===== config.mk =====
export PLATFORM = sky130hd
export DESIGN_NAME = tcw_ctrl
export DESIGN_NICKNAME = d
export VERILOG_FILES = /design/src/hw/rtl/tcw_pkg.sv /design/src/hw/rtl/tcw_ctrl.sv
export SDC_FILE = /design/constraint.sdc
export NUM_CORES = 1
export LEC_CHECK = 0
export BUFFER_PORTS_ARGS = -buffer_cell sky130_fd_sc_hd__buf_4
export CORE_UTILIZATION = 30
export CTS_BUF_LIST = sky130_fd_sc_hd__clkbuf_8
export DETAILED_ROUTE_END_ITERATION = 10
export PLACE_DENSITY = 0.56
export SLEW_MARGIN = 20
export SYNTH_ARGS = -nofsm -noshare
export SYNTH_HDL_FRONTEND = slang
export SYNTH_SLANG_ARGS = --single-unit
export TNS_END_PERCENT = 50

===== constraint.sdc =====
create_clock -name clk -period 1.44 [get_ports clk]
set_input_delay 0.144 -clock clk [delete_from_list [all_inputs] [get_ports clk]]
set_output_delay 0.144 -clock clk [all_outputs]
set_load 0.02 [all_outputs]

===== src/hw/rtl/tcw_pkg.sv =====
// Shared definitions for the text console writer: screen geometry, byte codes,
// controller states and the command/status structs between controller and datapath.
// No dependencies.
package tcw_pkg;

    // Screen geometry
    localparam int COLUMNS    = 80;
    localparam int ROWS       = 25;
    localparam int CELLS      = ROWS * COLUMNS;
    localparam int CELL_W     = 11;
    localparam int COL_W      = $clog2(COLUMNS);
    localparam int TAB_SPACES = 5;
    localparam int TABCNT_W   = $clog2(TAB_SPACES + 1);

    typedef logic [CELL_W-1:0]   cell_t;
    typedef logic [COL_W-1:0]    col_t;
    typedef logic [TABCNT_W-1:0] tabcnt_t;

    localparam cell_t   CELLS_C     = cell_t'(CELLS);
    localparam cell_t   COLUMNS_C   = cell_t'(COLUMNS);
    localparam cell_t   LAST_ROW_C  = cell_t'(CELLS - COLUMNS);
    localparam cell_t   COPY_END_C  = cell_t'(CELLS - COLUMNS - 1);
    localparam cell_t   LAST_CELL_C = cell_t'(CELLS - 1);
    localparam col_t    LAST_COL_C  = col_t'(COLUMNS - 1);
    localparam tabcnt_t TAB_DONE_C  = tabcnt_t'(TAB_SPACES);

    // Byte codes
    localparam logic [7:0] SPACE_BYTE  = 8'h20;
    localparam logic [7:0] NL_BYTE     = 8'h0A;
    localparam logic [7:0] TAB_BYTE    = 8'h09;
    localparam logic [7:0] BS_BYTE     = 8'h08;
    localparam logic [7:0] COLOR_RESET = 8'h0F;

    typedef enum logic [1:0] {
        KIND_WRITE = 2'd0,
        KIND_CLEAR = 2'd1,
        KIND_READ  = 2'd2,
        KIND_NOP   = 2'd3
    } kind_t;

    typedef enum logic [1:0] {
        CLS_PLAIN,
        CLS_NEWLINE,
        CLS_TAB,
        CLS_BACKSPACE
    } char_class_t;

    typedef enum logic [3:0] {
        ST_INIT,
        ST_IDLE,
        ST_DECODE,
        ST_DISPATCH,
        ST_NEWLINE,
        ST_TAB,
        ST_COPY,
        ST_DRAIN,
        ST_FILL,
        ST_CLEAR,
        ST_FINISH
    } ctrl_state_t;

    // Datapath operations, one per cycle
    typedef enum logic [3:0] {
        OP_NONE,
        OP_LOAD,
        OP_INIT_CELL,
        OP_CLEAR_CELL,
        OP_HOME,
        OP_COPY_CELL,
        OP_FILL_CELL,
        OP_FILL_LAST,
        OP_PUT_CHAR,
        OP_PUT_SPACE,
        OP_BACKSPACE,
        OP_EMIT
    } dp_op_t;

    // Sweep counter control
    typedef enum logic [1:0] {
        SW_HOLD,
        SW_ZERO,
        SW_FILL_BASE,
        SW_INC
    } sweep_op_t;

    typedef struct packed {
        dp_op_t    op;
        sweep_op_t sweep;
    } dp_cmd_t;

    typedef struct packed {
        kind_t       kind;
        char_class_t cls;
        logic        past_end;
        logic        col_last;
        logic        cursor_zero;
        logic        tab_done;
        logic        copy_end;
        logic        sweep_end;
    } dp_status_t;

endpackage


===== src/hw/rtl/tcw_ctrl.sv =====
// Controller state machine of the text console writer.
// Depends on tcw_pkg; drives dp_cmd_t commands into tcw_datapath.
module tcw_ctrl (
    input  logic                clk,
    input  logic                rst_n,
    input  logic                start,
    output logic                busy,
    output tcw_pkg::dp_cmd_t    cmd,
    input  tcw_pkg::dp_status_t status
);
    import tcw_pkg::*;

    ctrl_state_t state_reg;
    ctrl_state_t state_next;

    // State register
    always_ff @(posedge clk or negedge rst_n)
    begin
        if (!rst_n)
        begin
            state_reg <= ST_INIT;
        end
        else
        begin
            state_reg <= state_next;
        end
    end

    // Next state
    always_comb
    begin
        state_next = state_reg;
        case (state_reg)
            ST_INIT:
            begin
                if (status.sweep_end)
                    state_next = ST_IDLE;
            end
            ST_IDLE:
            begin
                if (start)
                    state_next = ST_DECODE;
            end
            ST_DECODE:
            begin
                case (status.kind)
                    KIND_WRITE: state_next = ST_DISPATCH;
                    KIND_CLEAR: state_next = ST_CLEAR;
                    default:    state_next = ST_FINISH;
                endcase
            end
            ST_DISPATCH:
            begin
                if (status.past_end)
                    state_next = ST_COPY;
                else
                begin
                    case (status.cls)
                        CLS_NEWLINE: state_next = ST_NEWLINE;
                        CLS_TAB:     state_next = ST_TAB;
                        default:     state_next = ST_FINISH;
                    endcase
                end
            end
            ST_NEWLINE:
            begin
                if (status.col_last)
                    state_next = ST_FINISH;
            end
            ST_TAB:
            begin
                if (status.tab_done)
                    state_next = ST_FINISH;
                else if (status.past_end)
                    state_next = ST_COPY;
            end
            ST_COPY:
            begin
                if (status.copy_end)
                    state_next = ST_DRAIN;
            end
            ST_DRAIN:
            begin
                state_next = ST_FILL;
            end
            ST_FILL:
            begin
                if (status.sweep_end)
                    state_next = ST_DISPATCH;
            end
            ST_CLEAR:
            begin
                if (status.sweep_end)
                    state_next = ST_FINISH;
            end
            ST_FINISH:
            begin
                state_next = ST_IDLE;
            end
            default:
            begin
                state_next = ST_IDLE;
            end
        endcase
    end

    // Command outputs
    always_comb
    begin
        cmd.op    = OP_NONE;
        cmd.sweep = SW_HOLD;
        case (state_reg)
            ST_INIT:
            begin
                cmd.op    = OP_INIT_CELL;
                cmd.sweep = SW_INC;
            end
            ST_IDLE:
            begin
                if (start)
                    cmd.op = OP_LOAD;
            end
            ST_DECODE:
            begin
                if (status.kind == KIND_CLEAR)
                begin
                    cmd.op    = OP_HOME;
                    cmd.sweep = SW_ZERO;
                end
            end
            ST_DISPATCH:
            begin
                if (status.past_end)
                    cmd.sweep = SW_ZERO;
                else
                begin
                    case (status.cls)
                        CLS_PLAIN:     cmd.op = OP_PUT_CHAR;
                        CLS_BACKSPACE:
                        begin
                            if (!status.cursor_zero)
                                cmd.op = OP_BACKSPACE;
                        end
                        default:       cmd.op = OP_NONE;
                    endcase
                end
            end
            ST_NEWLINE:
            begin
                cmd.op = OP_PUT_SPACE;
            end
            ST_TAB:
            begin
                if (!status.tab_done)
                begin
                    if (status.past_end)
                        cmd.sweep = SW_ZERO;
                    else
                        cmd.op = OP_PUT_SPACE;
                end
            end
            ST_COPY:
            begin
                cmd.op    = OP_COPY_CELL;
                cmd.sweep = SW_INC;
            end
            ST_DRAIN:
            begin
                cmd.sweep = SW_FILL_BASE;
            end
            ST_FILL:
            begin
                cmd.op    = status.sweep_end ? OP_FILL_LAST : OP_FILL_CELL;
                cmd.sweep = SW_INC;
            end
            ST_CLEAR:
            begin
                cmd.op    = OP_CLEAR_CELL;
                cmd.sweep = SW_INC;
            end
            ST_FINISH:
            begin
                cmd.op = OP_EMIT;
            end
            default:
            begin
                cmd.op    = OP_NONE;
                cmd.sweep = SW_HOLD;
            end
        endcase
    end

    assign busy = (state_reg != ST_IDLE);

endmodule


# After elaboration in Yosys (flattened, before gate mapping)
# Cells that the tools add are included.
[word_totals]
ff_bits = 4
latch_bits = 0
mem_bits_rw = 0
romBits = 0
out_inout_bits = 7
wordCells = 51
memories = 0
[classes]
addsub = 0
n_mul = 0
div_mod_pow = 0
order_cmp = 0
n_eq_ne = 22
n_shift = 0
mux = 23
bitwise = 0
reduce_logical = 5
[ops]
columns = ["operator", "count"]
rows = [
  ["4-bit case mux with 10 select lines", 2],
  ["4-bit 2-to-1 mux", 12],
  ["4-bit case mux with 2 select lines", 3],
  ["4-bit by 3-bit == test with 1-bit output (second input constant)", 4],
  ["4-bit == test (second input constant)", 3],
  ["2-bit inequality test (second input constant)", 6],
  ["2-bit case mux with 5 select lines", 1],
  ["4-bit by 2-bit == test with 1-bit output (second input constant)", 2],
  ["7-bit AND reduction", 1],
  ["6-bit 2-to-1 mux", 1],
  ["5-bit 2-to-1 mux", 1],
  ["2-bit by 1-bit == test with 1-bit output (second input constant)", 2],
  ["2-bit == test (second input constant)", 2],
  ["4-bit by 1-bit == test with 1-bit output (second input constant)", 1],
  ["2-bit logical NOT", 2],
  ["4-bit logical NOT", 1],
  ["4-bit by 1-bit inequality test with 1-bit output (second input constant)", 1],
  ["4-bit OR reduction", 1],
  ["1-bit 2-to-1 mux", 3],
  ["3-bit inequality test (second input constant)", 1],
]

# Logic depth before layout (Yosys ltp)
# Gate-level depths: netlist (run 1).
[logic_depth]
depth_word = 4
depth_mapped = 6
ltp_nobuf = 6

# Worst setup path before layout (run 1)
# No wires, ideal clock.
[synth_timing]
path_kind = "register to output"
startpoint = "register state_reg[3]"
endpoint = "output cmd[4] (netlist bit)"
arrival_ns = 1.405
t_required_ns = 1.296
slack_ns = -0.109
path_stages_with_launch = 4
path_cell_list = "dfrtp_1 > buf_2 > or3b_2 > a21oi_1"
[synth_rtl]
columns = ["element", "line", "rtl"]
rows = [
  ["start, declared", "tcw_ctrl.sv:13", "ctrl_state_t state_reg;"],
  ["start signal, assigned", "tcw_ctrl.sv:25", "state_reg <= state_next;"],
  ["end, declared", "tcw_ctrl.sv:8", "output tcw_pkg::dp_cmd_t cmd,"],
]

==> results_tabular.tex, run 1 <==
\begin{tabular}{lr}
\hline
Metric & Value \\
\hline
\multicolumn{2}{l}{\textbf{Logic synthesis}} \\
\quad Leading cell types by total area after synthesis & sky130\_fd\_sc\_hd\_\_dfrtp\_1, sky130\_fd\_sc\_hd\_\_nor2b\_1, sky130\_fd\_sc\_hd\_\_ha\_1 \\
\quad Number of instances in the synthesized netlist & 91 \\
\quad Syn avg cell area & 7.09 um2 \\
\quad Number of nets produced by synthesis & 107 \\
\quad Number of synthesized register bits & 4 \\
\quad Synth Warn \# & 0 \\
\quad Share of synthesized area occupied by flip-flops and latches & $\sim$16\% \\
\quad Fraction of post-synthesis cell area in the top cell type by area & about 16\% \\
\quad Synth area leader & sky130\_fd\_sc\_hd\_\_dfrtp\_1 \\
\quad Combined area of all synthesized cells & 646 um2 \\
\quad Number of unique standard cell types used by synthesis & 37 \\
\multicolumn{2}{l}{\textbf{GRT}} \\
\quad GR Util All Layers & between 20 and 25\% \\
\quad Antenna violations before repair & 0 \\
\quad Via count of the first global-routing pass & 857 \\
\quad Total gr overflow & 0 \\
\quad Maximum number of pins on one net before global-route repair & 9 \\
\quad Wire length of the first global-routing pass & 3.81 mm \\
\multicolumn{2}{l}{\textbf{STA}} \\
\quad Final clock period utilization by the worst path & 109\% \\
\quad Max-Slew Margin vs Limit & 82.7\% \\
\quad Hold Violations, Final & 0 \\
\quad Setup slack after layout & -127 ps \\
\quad Final count of negative-setup-slack endpoints & 11 \\
\quad Min Tclk post-route & 1570 ps \\
\quad Setup repair after global routing missed its margin & true \\
\quad F\_max & between 600 and 700 MHz \\
\quad Transition time at the pin with the least slew margin & 260 ps \\
\quad Final Skew & $\sim$4.2 ps \\
\quad Final number of max-transition violations & 0 \\
\multicolumn{2}{l}{\textbf{Finish}} \\
\quad \# nets final & 159 \\
\quad Count of antenna diodes in the layout & 0 \\
\quad Number of flip-flops in the largest register & 4 \\
\quad Synth-to-Final Area Change & 92.6\% \\
\quad Final Util & 62.1\% \\
\quad Fraction of final layout cells sized beyond drive strength 1 & roughly 60\% \\
\multicolumn{2}{l}{\textbf{Die}} \\
\quad Initial standard-cell utilization of the core & 32.2\% \\
\quad IO Count & 20 \\
\quad Die Area & 0.00234 mm2 \\
\quad Floorplan Core Area & 0.00200 mm2 \\
\quad Die width & between 40 and 50 um \\
\quad Die outline height & between 40 and 50 um \\
\quad Row cnt & 16 \\
\multicolumn{2}{l}{\textbf{Detailed routing}} \\
\quad Topmost layer with routed signal wires & met4 \\
\quad DRT Pass-1 Iters & 4 \\
\quad Via-to-Cell Ratio & around 5.2 \\
\quad Detailed-route via count & 881 \\
\quad Number of DRC markers after the initial detailed-route iteration & 38 \\
\quad Met2 Routed Length & 1.17 mm \\
\quad Number of routed nets with antenna violations & 0 \\
\quad Met3 WL post-DR & 92 um \\
\quad Average detailed-routed wire length per instance & 14.3 um \\
\quad Met1 wire length & roughly 1.1 mm \\
\quad Final wirelength & between 2 and 2.5 mm \\
\quad Final routed DRC violation total & 0 \\
\multicolumn{2}{l}{\textbf{Clock tree}} \\
\quad Post-CTS clock slew at the launch and capture registers of the worst setup and hold paths & 30 ps \\
\quad Cell at the root of the clock tree & sky130\_fd\_sc\_hd\_\_clkbuf\_8 \\
\quad TritonCTS clock tree & done \\
\quad Number of sinks on the clock net & 4 \\
\quad CTS H-Tree Depth & 1 \\
\quad Num CTS Buffers & 3 \\
\quad Clock latency on the worst-skew pair & 210 ps \\
\quad Longest Clk Path Bufs & 2 \\
\multicolumn{2}{l}{\textbf{Setup path}} \\
\quad Reg2reg end & state\_reg[1] \\
\quad Path type of the worst setup path & reg2out \\
\quad Data required time of the critical path & about 1300 ps \\
\quad Destination of the critical timing path & cmd[2] \\
\quad CP arrival & roughly 1400 ps \\
\quad Crit Path Max Fanout & 6 \\
\quad R2r setup slk & -100 ps \\
\quad Crit path capture type & output pin \\
\quad Depth of the worst register-to-register path & 6 \\
\quad Crit Reg-Reg Startpoint & state\_reg[1] \\
\quad Category of the worst setup path launch point & register \\
\quad Worst Setup SP & state\_reg[1] \\
\multicolumn{2}{l}{\textbf{Placement}} \\
\quad Number of port buffers & 19 \\
\quad Placer's final routability congestion estimate & 0.877 \\
\quad Detailed placement HPWL & 1.61 mm \\
\quad Setup slack after placement & -162 ps \\
\multicolumn{2}{l}{\textbf{Run status}} \\
\quad Violations in the final reports & setup timing \\
\quad Result of the run & complete, but fails checks \\
\multicolumn{2}{l}{\textbf{Power and ir drop}} \\
\quad Total power draw & 2.78 mW \\
\quad Power density over the cells & 2240 mW/mm2 \\
\quad Cell leakage power & between 0.5 and 0.6 nW \\
\quad Peak supply drop & 1.08 mV \\
\multicolumn{2}{l}{\textbf{Worst hold path}} \\
\quad Type of the tightest min-delay check & in2reg \\
\multicolumn{2}{l}{\textbf{Job}} \\
\quad Max-cap violations & 0 \\
\hline
\end{tabular}
[report_power, final]
part | total [mW] | leakage [nW] | switching, mW | internal, mW
clock | 0.226 | 0.0216 | 0.0487 | 0.177
sequential | 0.294 | 0.0452 | 0.117 | 0.176
combinational | 2.26 | 0.498 | 1.03 | 1.23
[cell usage in the layout (no fill, tap or decap), types with 2 or more instances in the layout]
cell,n
sky130_fd_sc_hd__dfrtp_2,4
sky130_fd_sc_hd__nand2_1,5
sky130_fd_sc_hd__nor2_4,2
sky130_fd_sc_hd__buf_4,43
sky130_fd_sc_hd__nand2_2,4
sky130_fd_sc_hd__a31o_2,2
sky130_fd_sc_hd__inv_1,4
sky130_fd_sc_hd__o32ai_2,2
sky130_fd_sc_hd__nand2b_1,4
sky130_fd_sc_hd__or3_1,3
sky130_fd_sc_hd__ha_1,3
sky130_fd_sc_hd__nor2_1,2
sky130_fd_sc_hd__nor2b_1,4
sky130_fd_sc_hd__o211ai_1,2
sky130_fd_sc_hd__buf_6,10
sky130_fd_sc_hd__a21oi_1,5
sky130_fd_sc_hd__o21ai_0,4
sky130_fd_sc_hd__nand3_1,3
sky130_fd_sc_hd__nor2b_4,3
sky130_fd_sc_hd__a31oi_1,2
sky130_fd_sc_hd__clkbuf_8,3
[Yosys cell counts]
cell	instances
sky130_fd_sc_hd__o31a_1	1
sky130_fd_sc_hd__nand2b_1	4
sky130_fd_sc_hd__nand3_1	4
sky130_fd_sc_hd__ha_1	3
sky130_fd_sc_hd__o32ai_1	2
sky130_fd_sc_hd__o21a_1	1
sky130_fd_sc_hd__nor2b_1	7
sky130_fd_sc_hd__a21boi_0	1
sky130_fd_sc_hd__nor2_1	5
sky130_fd_sc_hd__buf_6	1
sky130_fd_sc_hd__o31ai_1	1
sky130_fd_sc_hd__or3_1	3
sky130_fd_sc_hd__o2111ai_1	2
sky130_fd_sc_hd__nand4_1	1
sky130_fd_sc_hd__inv_1	4
sky130_fd_sc_hd__and3_1	2
sky130_fd_sc_hd__nor3_1	1
sky130_fd_sc_hd__o22ai_1	1
sky130_fd_sc_hd__o211a_1	1
sky130_fd_sc_hd__o211ai_1	2
sky130_fd_sc_hd__nand3b_1	1
sky130_fd_sc_hd__o21ai_0	4
sky130_fd_sc_hd__nand4b_1	1
sky130_fd_sc_hd__a21oi_1	7
sky130_fd_sc_hd__a211oi_1	2
sky130_fd_sc_hd__a31oi_1	2
sky130_fd_sc_hd__mux2i_1	1
sky130_fd_sc_hd__nand2_1	9
sky130_fd_sc_hd__or4b_1	1
sky130_fd_sc_hd__a21o_1	1
sky130_fd_sc_hd__a31o_2	2
sky130_fd_sc_hd__clkbuf_1	1
sky130_fd_sc_hd__or3b_2	1
sky130_fd_sc_hd__buf_2	5
sky130_fd_sc_hd__mux2_2	1
sky130_fd_sc_hd__dfrtp_1	4
sky130_fd_sc_hd__a22oi_1	1
[how the worst min path moves through the flow]
stage / from / to / slack (ps) / cells after the start
after floorplan: rst_n / state_reg[0] / -150 / 0
after global placement: rst_n / state_reg[0] / -60 / 1
after detailed placement: rst_n / state_reg[1] / -60 / 1
after CTS: status[0] / state_reg[3] / 250 / 3
after global routing: status[0] / state_reg[3] / 300 / 3
final: status[0] / state_reg[3] / 270 / 3
[cells by family (layout without fill, tap and decap cells)]
logic type	Yosys count	in the layout	synth area share, %
DFF	4	4	15.5
buffers and inverters	11	61	8.53
AOI/OAI and AO/OA	31	31	32.9
and+or+nand+nor	40	40	33.9
adders and majority gates	3	3	5.81
muxes	2	2	3.29
[what timing repair did]
item | in CTS | in global routing
setup buffers | 11 | 0
endpoints found under the hold margin | 4 | 0
setup endpoints to repair | 11 | 11
resized for setup | 33 | 7
pin swaps | 11 | 3
hold buffers | 1 | 0
[layer usage]
layer | up-vias | track usage [%]
met5 | - | 0
met4 | 0 | 8.33
met3 | 5 | 4.72
met2 | 29 | 32.6
met1 | 410 | 26.3
li1 | 437 | -
[metrics by stage]
step	hold WS [ps]	setup TNS [ps]	instances	cell area (um2)
CTS	245	-770	168	1210
finish	267	-857	168	1240
global route	302	-1460	168	1240
detailed placement	-57.9	-653	153	966
global placement	-60.1	-819	153	966
floorplan	-152	0	91	657
[worst max-delay path, cell delays in order, from the launching register on]
cell and delay (ps):
sky130_fd_sc_hd__dfrtp_2 450, sky130_fd_sc_hd__buf_6 140, sky130_fd_sc_hd__buf_6 120, sky130_fd_sc_hd__nor2_4 120
sky130_fd_sc_hd__buf_6 110, sky130_fd_sc_hd__nand2_2 40, sky130_fd_sc_hd__o211ai_1 70, sky130_fd_sc_hd__buf_4 160
[layout make-up]
class / count / area [um2]
Clock buffer: 3 / 41.3
Fill cell: 169 / 758
Inverter: 4 / 15.0
Multi-Input combinational cell: 76 / 603
Sequential cell: 4 / 105
Tap cell: 27 / 33.8
Timing Repair Buffer: 54 / 445
No activity file was read; power rests on OpenSTA's default activity.
==> inputs of run 2 (changes only) <==
CAP_MARGIN = 20   (was unset)
PLACE_DENSITY = unset   (was 0.56)
==> run 2 against run 1 <==
Net effect:
- the run still ends with setup timing left
- sequential share of layout area about the same
- maximum frequency is 1.4% lower
- non-clock buffer count stayed put
- sequential power rose by 3%
- flip-flop and latch count is the same
- routed wire length down 1.8%
- register-to-register slack about the same
- final cell count unchanged
- cell area is 0.20% lower
- clock skew grew 1.5 ps
- global-route usage is 0.61 points higher
==> results_tabular.tex, run 2 (synthesis results as in run 1) <==
\begin{tabular}{lr}
\hline
Metric & Value \\
\hline
\multicolumn{2}{l}{\textbf{STA}} \\
\quad Final clock period utilization by the worst path & 110\% \\
\quad F\_max & between 600 and 700 MHz \\
\quad Final count of negative-setup-slack endpoints & 10 \\
\quad Max-Slew Margin vs Limit & 82.9\% \\
\quad Transition time at the pin with the least slew margin & roughly 260 ps \\
\quad Setup slack after layout & -149 ps \\
\quad Final number of max-transition violations & 0 \\
\quad Min Tclk post-route & 1590 ps \\
\quad Worst-case hold slack & $\sim$220 ps \\
\quad Setup repair after global routing missed its margin & true \\
\quad Setup\_tns & -1010 ps \\
\quad Hold Violations, Final & 0 \\
\quad Final Skew & 5.75 ps \\
\multicolumn{2}{l}{\textbf{Die}} \\
\quad Row cnt & 16 \\
\quad Die width & 48.4 um \\
\quad Die outline height & 48.4 um \\
\quad Floorplan Core Area & $\sim$0.002 mm2 \\
\quad IO Count & 20 \\
\quad Initial standard-cell utilization of the core & between 30\% and 40\% \\
\quad Die Area & 0.00234 mm2 \\
\multicolumn{2}{l}{\textbf{Finish}} \\
\quad \# nets final & 159 \\
\quad Fraction of final layout cells sized beyond drive strength 1 & 58.2\% \\
\quad Filler Cell Count & 179 \\
\quad Synth-to-Final Area Change & 92.2\% \\
\quad Sequential Area & 105 um2 \\
\quad Commonest non-fill, non-tap cell in the layout & sky130\_fd\_sc\_hd\_\_buf\_4 \\
\quad Final Util & about 62\% \\
\quad Multi-input gate area & 597 um2 \\
\quad Count of antenna diodes in the layout & 0 \\
\quad Number of flip-flops in the largest register & 4 \\
\quad Commonest cells after routing, fill and taps aside & sky130\_fd\_sc\_hd\_\_buf\_4, sky130\_fd\_sc\_hd\_\_buf\_6, sky130\_fd\_sc\_hd\_\_nand2\_1 \\
\multicolumn{2}{l}{\textbf{Detailed routing}} \\
\quad Number of DRC markers after the initial detailed-route iteration & between 40 and 50 \\
\quad DRT Pass-1 Iters & 4 \\
\quad Final wirelength & 2.35 mm \\
\quad Detailed-route via count & $\sim$940 \\
\quad Number of routed nets with antenna violations & 0 \\
\quad Final routed DRC violation total & 0 \\
\quad Average detailed-routed wire length per instance & 14.0 um \\
\quad Via-to-Cell Ratio & 5.59 \\
\multicolumn{2}{l}{\textbf{Power and ir drop}} \\
\quad Proportion of power drawn by the clock network & 8.5\% \\
\quad Share of total power in sequential cells & 11.0\% \\
\quad Power density over the cells & about 2200 mW/mm2 \\
\quad Net switching component of the power & 1.20 mW \\
\quad Cell leakage power & 0.569 nW \\
\quad Pint & between 1.5 and 2 mW \\
\quad Part of the power in combinational logic & 80.6\% \\
\quad Proportion of total power due to net switching & roughly 43\% \\
\quad Peak supply drop & 0.950 mV \\
\multicolumn{2}{l}{\textbf{Placement}} \\
\quad Number of port buffers & 19 \\
\quad Setup slack after placement & -156 ps \\
\quad Detailed placement HPWL & 1.60 mm \\
\quad Placer's final routability congestion estimate & 0.877 \\
\multicolumn{2}{l}{\textbf{Run status}} \\
\quad Result of the run & complete, but fails checks \\
\quad Violations in the final reports & setup timing \\
\multicolumn{2}{l}{\textbf{Setup path}} \\
\quad Category of the worst setup path launch point & register \\
\quad Crit Path Max Fanout & 6 \\
\quad Crit path capture type & output pin \\
\quad R2r setup slk & -110 ps \\
\quad Path type of the worst setup path & reg2out \\
\quad Data required time of the critical path & 1300 ps \\
\quad CP arrival & 1440 ps \\
\multicolumn{2}{l}{\textbf{Job}} \\
\quad Max-cap violations & 0 \\
\multicolumn{2}{l}{\textbf{GRT}} \\
\quad GR Util All Layers & 21.0\% \\
\quad Wire length of the first global-routing pass & 3.83 mm \\
\quad Via count of the first global-routing pass & 834 \\
\quad Antenna violations before repair & 0 \\
\quad Maximum number of pins on one net before global-route repair & 9 \\
\quad Total gr overflow & 0 \\
\multicolumn{2}{l}{\textbf{Clock tree}} \\
\quad Clock latency on the worst-skew pair & 220 ps \\
\quad Number of sinks on the clock net & 4 \\
\quad Num CTS Buffers & 3 \\
\quad CTS H-Tree Depth & 1 \\
\quad Longest Clk Path Bufs & 2 \\
\quad Post-CTS clock slew at the launch and capture registers of the worst setup and hold paths & 30 ps \\
\quad TritonCTS clock tree & done \\
\quad Cell at the root of the clock tree & sky130\_fd\_sc\_hd\_\_clkbuf\_8 \\
\multicolumn{2}{l}{\textbf{Worst hold path}} \\
\quad Type of the tightest min-delay check & in2reg \\
\hline
\end{tabular}
run 2: cell type report:
| cell class | instances | area share [%] |
|---|---|---|
| multi-input combinational | 76 | 48.1 |
| timing repair buffer | 54 | 36.2 |
| sequential | 4 | 8.47 |
| clock buffer | 3 | 3.33 |
| tap | 27 | 2.72 |
| inverter | 4 | 1.21 |
run 2: layer usage:
metal	part of all wire (%)	global-route usage, %
met1	44	26.2
met2	50	36.4
met3	5.7	4.72
met4	0.72	5.39
met5	0	0
run 2: worst max-delay path, cell delays in order (launching register included):
cell,delay (ps)
sky130_fd_sc_hd__dfrtp_2,470
sky130_fd_sc_hd__buf_6,160
sky130_fd_sc_hd__buf_6,120
sky130_fd_sc_hd__nor2_4,80
sky130_fd_sc_hd__a22oi_2,60
sky130_fd_sc_hd__o211ai_1,170
sky130_fd_sc_hd__buf_4,170
run 2: metrics by stage:
step | area [um2] | total power [mW] | std cells
after global routing | 1240 | 2.93 | 168
after detailed placement | 981 | 1.95 | 155
after floorplan | 657 | 1.24 | 91
final | 1240 | 2.76 | 168
after global placement | 981 | 1.94 | 155
after CTS | 1170 | 2.54 | 167
run 2: repair_timing:
item                                    in CTS  in global routing
hold buffers                                 1                  0
setup buffers                                8                  1
gates resized for setup                     26                 14
endpoints found under the setup margin      11                 11
endpoints found under the hold margin        4                  0
pin swaps                                    9                  4
run 2: final timing paths:
| check | start | to | cells past startpoint |
|---|---|---|---|
| setup / recovery | state_reg[3] | cmd[5] | 6 |
| hold / removal | status[0] | state_reg[3] | 3 |
| setup reg to reg | state_reg[3] | state_reg[3] | 5 |
| hold reg to reg | state_reg[0] | state_reg[0] | 3 |
| max in group asynchronous | rst_n | state_reg[3] | 2 |
| min in group asynchronous | rst_n | state_reg[1] | 2 |
run 2: power groups by stage:
stage / Combinational, mW / Clock [mW] / Sequential [mW]
floorplan: 1.04 / 0 / 0.203
global placement: 1.65 / 0 / 0.290
detailed placement: 1.66 / 0 / 0.291
CTS: 2.02 / 0.237 / 0.278
global route: 2.38 / 0.249 / 0.305
finish: 2.23 / 0.234 / 0.303
==> inputs of run 3 (changes only) <==
MAX_ROUTING_LAYER = met4   (was unset)
==> run 3 against run 2 <==
Net effect:
- routed wire length decreased by 3.2%
- worst setup slack lost 42 ps
- the flow still finishes with violations (setup timing)
- sequential share of layout area increased by 0.39 points
- cell area decreased by 5.5%
- total power down 6.3%
- via count decreased by 4.9%
- worst hold slack improved by 31 ps
- largest power group unchanged
- combinational power is 6% lower
- critical path depth fell by 1
==> results_tabular.tex, run 3 (synthesis results as in run 1) <==
\begin{tabular}{lr}
\hline
Metric & Value \\
\hline
\multicolumn{2}{l}{\textbf{Setup path}} \\
\quad Combined buffer and inverter count along the critical path & 2 \\
\quad Slowest-stage cell, CP & sky130\_fd\_sc\_hd\_\_dfrtp\_2 \\
\quad Critical path cell sequence & buf\_6 -> nor2b\_4 -> o22ai\_2 -> mux2\_4 -> buf\_6 \\
\quad Critical path's top delay family & flip-flops \\
\quad R2r setup slk & -50 ps \\
\quad Path type of the worst setup path & reg2out \\
\quad Reg2reg end & state\_reg[1] \\
\quad Depth of the worst register-to-register path & 5 \\
\quad Crit Reg-Reg Startpoint & state\_reg[2] \\
\quad Category of the worst setup path launch point & register \\
\quad Crit path top cell by count & sky130\_fd\_sc\_hd\_\_buf\_6 \\
\quad Worst Setup SP & state\_reg[3] \\
\quad Peak per-stage delay on the critical path & 450 ps \\
\quad CP arrival & approximately 1500 ps \\
\quad Crit Path Max Fanout & 6 \\
\quad Crit path capture type & output pin \\
\quad Data required time of the critical path & 1300 ps \\
\multicolumn{2}{l}{\textbf{Worst hold path}} \\
\quad Hold Path Stages & 3 \\
\quad Startpoint of the tightest hold check path & status[0] \\
\quad Worst Hold Path EP & state\_reg[3] \\
\quad Type of the tightest min-delay check & in2reg \\
\multicolumn{2}{l}{\textbf{Detailed routing}} \\
\quad Average detailed-routed wire length per instance & 13.8 um \\
\quad DRT Pass-1 Iters & 4 \\
\quad Final wirelength & 2.28 mm \\
\quad Via-to-Cell Ratio & 5.41 \\
\quad Number of routed nets with antenna violations & 0 \\
\quad Final routed DRC violation total & 0 \\
\quad Detailed-route via count & 893 \\
\quad Number of DRC markers after the initial detailed-route iteration & 39 \\
\multicolumn{2}{l}{\textbf{Die}} \\
\quad Row cnt & 16 \\
\quad Die Area & 0.00234 mm2 \\
\quad Die outline height & 48.4 um \\
\quad Die width & 48.4 um \\
\quad IO Count & 20 \\
\quad Initial standard-cell utilization of the core & 32.2\% \\
\quad Floorplan Core Area & around 0.0020 mm2 \\
\multicolumn{2}{l}{\textbf{Finish}} \\
\quad Synth-to-Final Area Change & 81.6\% \\
\quad Multi-input gate area & 571 um2 \\
\quad Commonest cells after routing, fill and taps aside & sky130\_fd\_sc\_hd\_\_buf\_4, sky130\_fd\_sc\_hd\_\_nand2\_1, sky130\_fd\_sc\_hd\_\_a21oi\_1, sky130\_fd\_sc\_hd\_\_buf\_6 \\
\quad Sequential Area & 104 um2 \\
\quad Count of antenna diodes in the layout & 0 \\
\quad Filler Cell Count & 184 \\
\quad Commonest non-fill, non-tap cell in the layout & sky130\_fd\_sc\_hd\_\_buf\_4 \\
\quad Number of flip-flops in the largest register & 4 \\
\quad Fraction of final layout cells sized beyond drive strength 1 & 52.9\% \\
\quad \# nets final & 156 \\
\quad Final Cell Area & 0.00117 mm2 \\
\multicolumn{2}{l}{\textbf{Clock tree}} \\
\quad Number of sinks on the clock net & 4 \\
\quad Num CTS Buffers & 3 \\
\quad Cell at the root of the clock tree & sky130\_fd\_sc\_hd\_\_clkbuf\_8 \\
\quad Post-CTS clock slew at the launch and capture registers of the worst setup and hold paths & about 30 ps \\
\quad CTS H-Tree Depth & 1 \\
\quad Longest Clk Path Bufs & 2 \\
\quad TritonCTS clock tree & done \\
\quad Clock latency on the worst-skew pair & approximately 220 ps \\
\multicolumn{2}{l}{\textbf{Run status}} \\
\quad Violations in the final reports & setup timing \\
\quad Result of the run & complete, but fails checks \\
\multicolumn{2}{l}{\textbf{STA}} \\
\quad F\_max & 613 MHz \\
\quad Transition time at the pin with the least slew margin & 264 ps \\
\quad Worst-case hold slack & 246 ps \\
\quad Final Skew & 4.41 ps \\
\quad Final count of negative-setup-slack endpoints & 11 \\
\quad Min Tclk post-route & 1630 ps \\
\quad Setup slack after layout & -190 ps \\
\quad Hold Violations, Final & 0 \\
\quad Max-Slew Margin vs Limit & just over 80\% \\
\quad Final clock period utilization by the worst path & 113\% \\
\quad Setup repair after global routing missed its margin & true \\
\quad Final number of max-transition violations & 0 \\
\multicolumn{2}{l}{\textbf{Placement}} \\
\quad Number of port buffers & 19 \\
\quad Post-placement cell area & 973 um2 \\
\quad Placer's final routability congestion estimate & 0.866 \\
\quad Detailed placement HPWL & 1.57 mm \\
\multicolumn{2}{l}{\textbf{GRT}} \\
\quad Maximum number of pins on one net before global-route repair & 9 \\
\quad Total gr overflow & 0 \\
\quad Wire length of the first global-routing pass & 3.73 mm \\
\quad Antenna violations before repair & 0 \\
\quad Via count of the first global-routing pass & roughly 860 \\
\quad GR Util All Layers & 20.6\% \\
\multicolumn{2}{l}{\textbf{Job}} \\
\quad Max-cap violations & 0 \\
\multicolumn{2}{l}{\textbf{Power and ir drop}} \\
\quad Power density over the cells & 2210 mW/mm2 \\
\quad Cell leakage power & 0.546 nW \\
\quad Total power draw & 2.59 mW \\
\quad Peak supply drop & 0.932 mV \\
\hline
\end{tabular}
==> run 3: cell types whose count changed in the layout (fill, tap and decap cells not counted), sizes merged <==
cell | before | now
buf | 53 | 50
==> run 3: report_power, final <==
group          total, mW  internal (mW)  switching [mW]
sequential         0.266          0.173          0.0924
combinational       2.09           1.11           0.975
clock              0.238          0.178          0.0600
total               2.59           1.46            1.13
==> run 3: stage by stage <==
| stage | setup TNS [ps] | std cells | utilization (%) | setup WS (ps) |
|---|---|---|---|---|
| after floorplan | 0 | 91 | - | 13.4 |
| after global placement | -668 | 154 | 48.6 | -171 |
| after detailed placement | -605 | 154 | 48.6 | -142 |
| after CTS | -775 | 165 | 57.1 | -176 |
| after global routing | -1560 | 165 | 58.6 | -229 |
| final | -942 | 165 | 58.6 | -190 |
==> run 3: worst reg2reg max path, stage by stage (launching register included) <==
cell                       delay, ps
sky130_fd_sc_hd__dfrtp_2         430
sky130_fd_sc_hd__buf_4           160
sky130_fd_sc_hd__a211oi_2        210
sky130_fd_sc_hd__o32ai_2         130
sky130_fd_sc_hd__and3_1          210
sky130_fd_sc_hd__a31o_2          230
==> run 3: how the worst max path moves through the flow <==
stage | to | slack (ps) | depth (start not counted)
floorplan | cmd[3] | 10 | 4
global placement | state_reg[1] | -170 | 4
detailed placement | state_reg[1] | -140 | 4
CTS | cmd[0] | -180 | 5
global route | cmd[5] | -230 | 5
finish | cmd[0] | -190 | 5
==> run 3: final cells by class <==
| class | count | area share (%) |
|---|---|---|
| Clock buffer | 3 | 3.52 |
| Inverter | 4 | 1.28 |
| Multi-Input combinational cell | 76 | 48.7 |
| Sequential cell | 4 | 8.86 |
| Tap cell | 27 | 2.88 |
| Timing Repair Buffer | 51 | 34.8 |
==> run 3: timing repair <==
item / in CTS / in global routing
pin swaps: 6 / 6
hold buffers: 1 / 0
setup endpoints to repair: 11 / 11
gates resized for setup: 20 / 6
buffers inserted: 9 / 0
endpoints found under the hold margin: 4 / 0
==> run 3: per-layer routing <==
layer,up-vias,global-route usage (%),part of all wire [%]
li1,436,-,-
met1,424,26.4,46
met2,29,34.0,48
met3,4,3.46,4.2
met4,0,4.41,1.6
met5,-,-,0
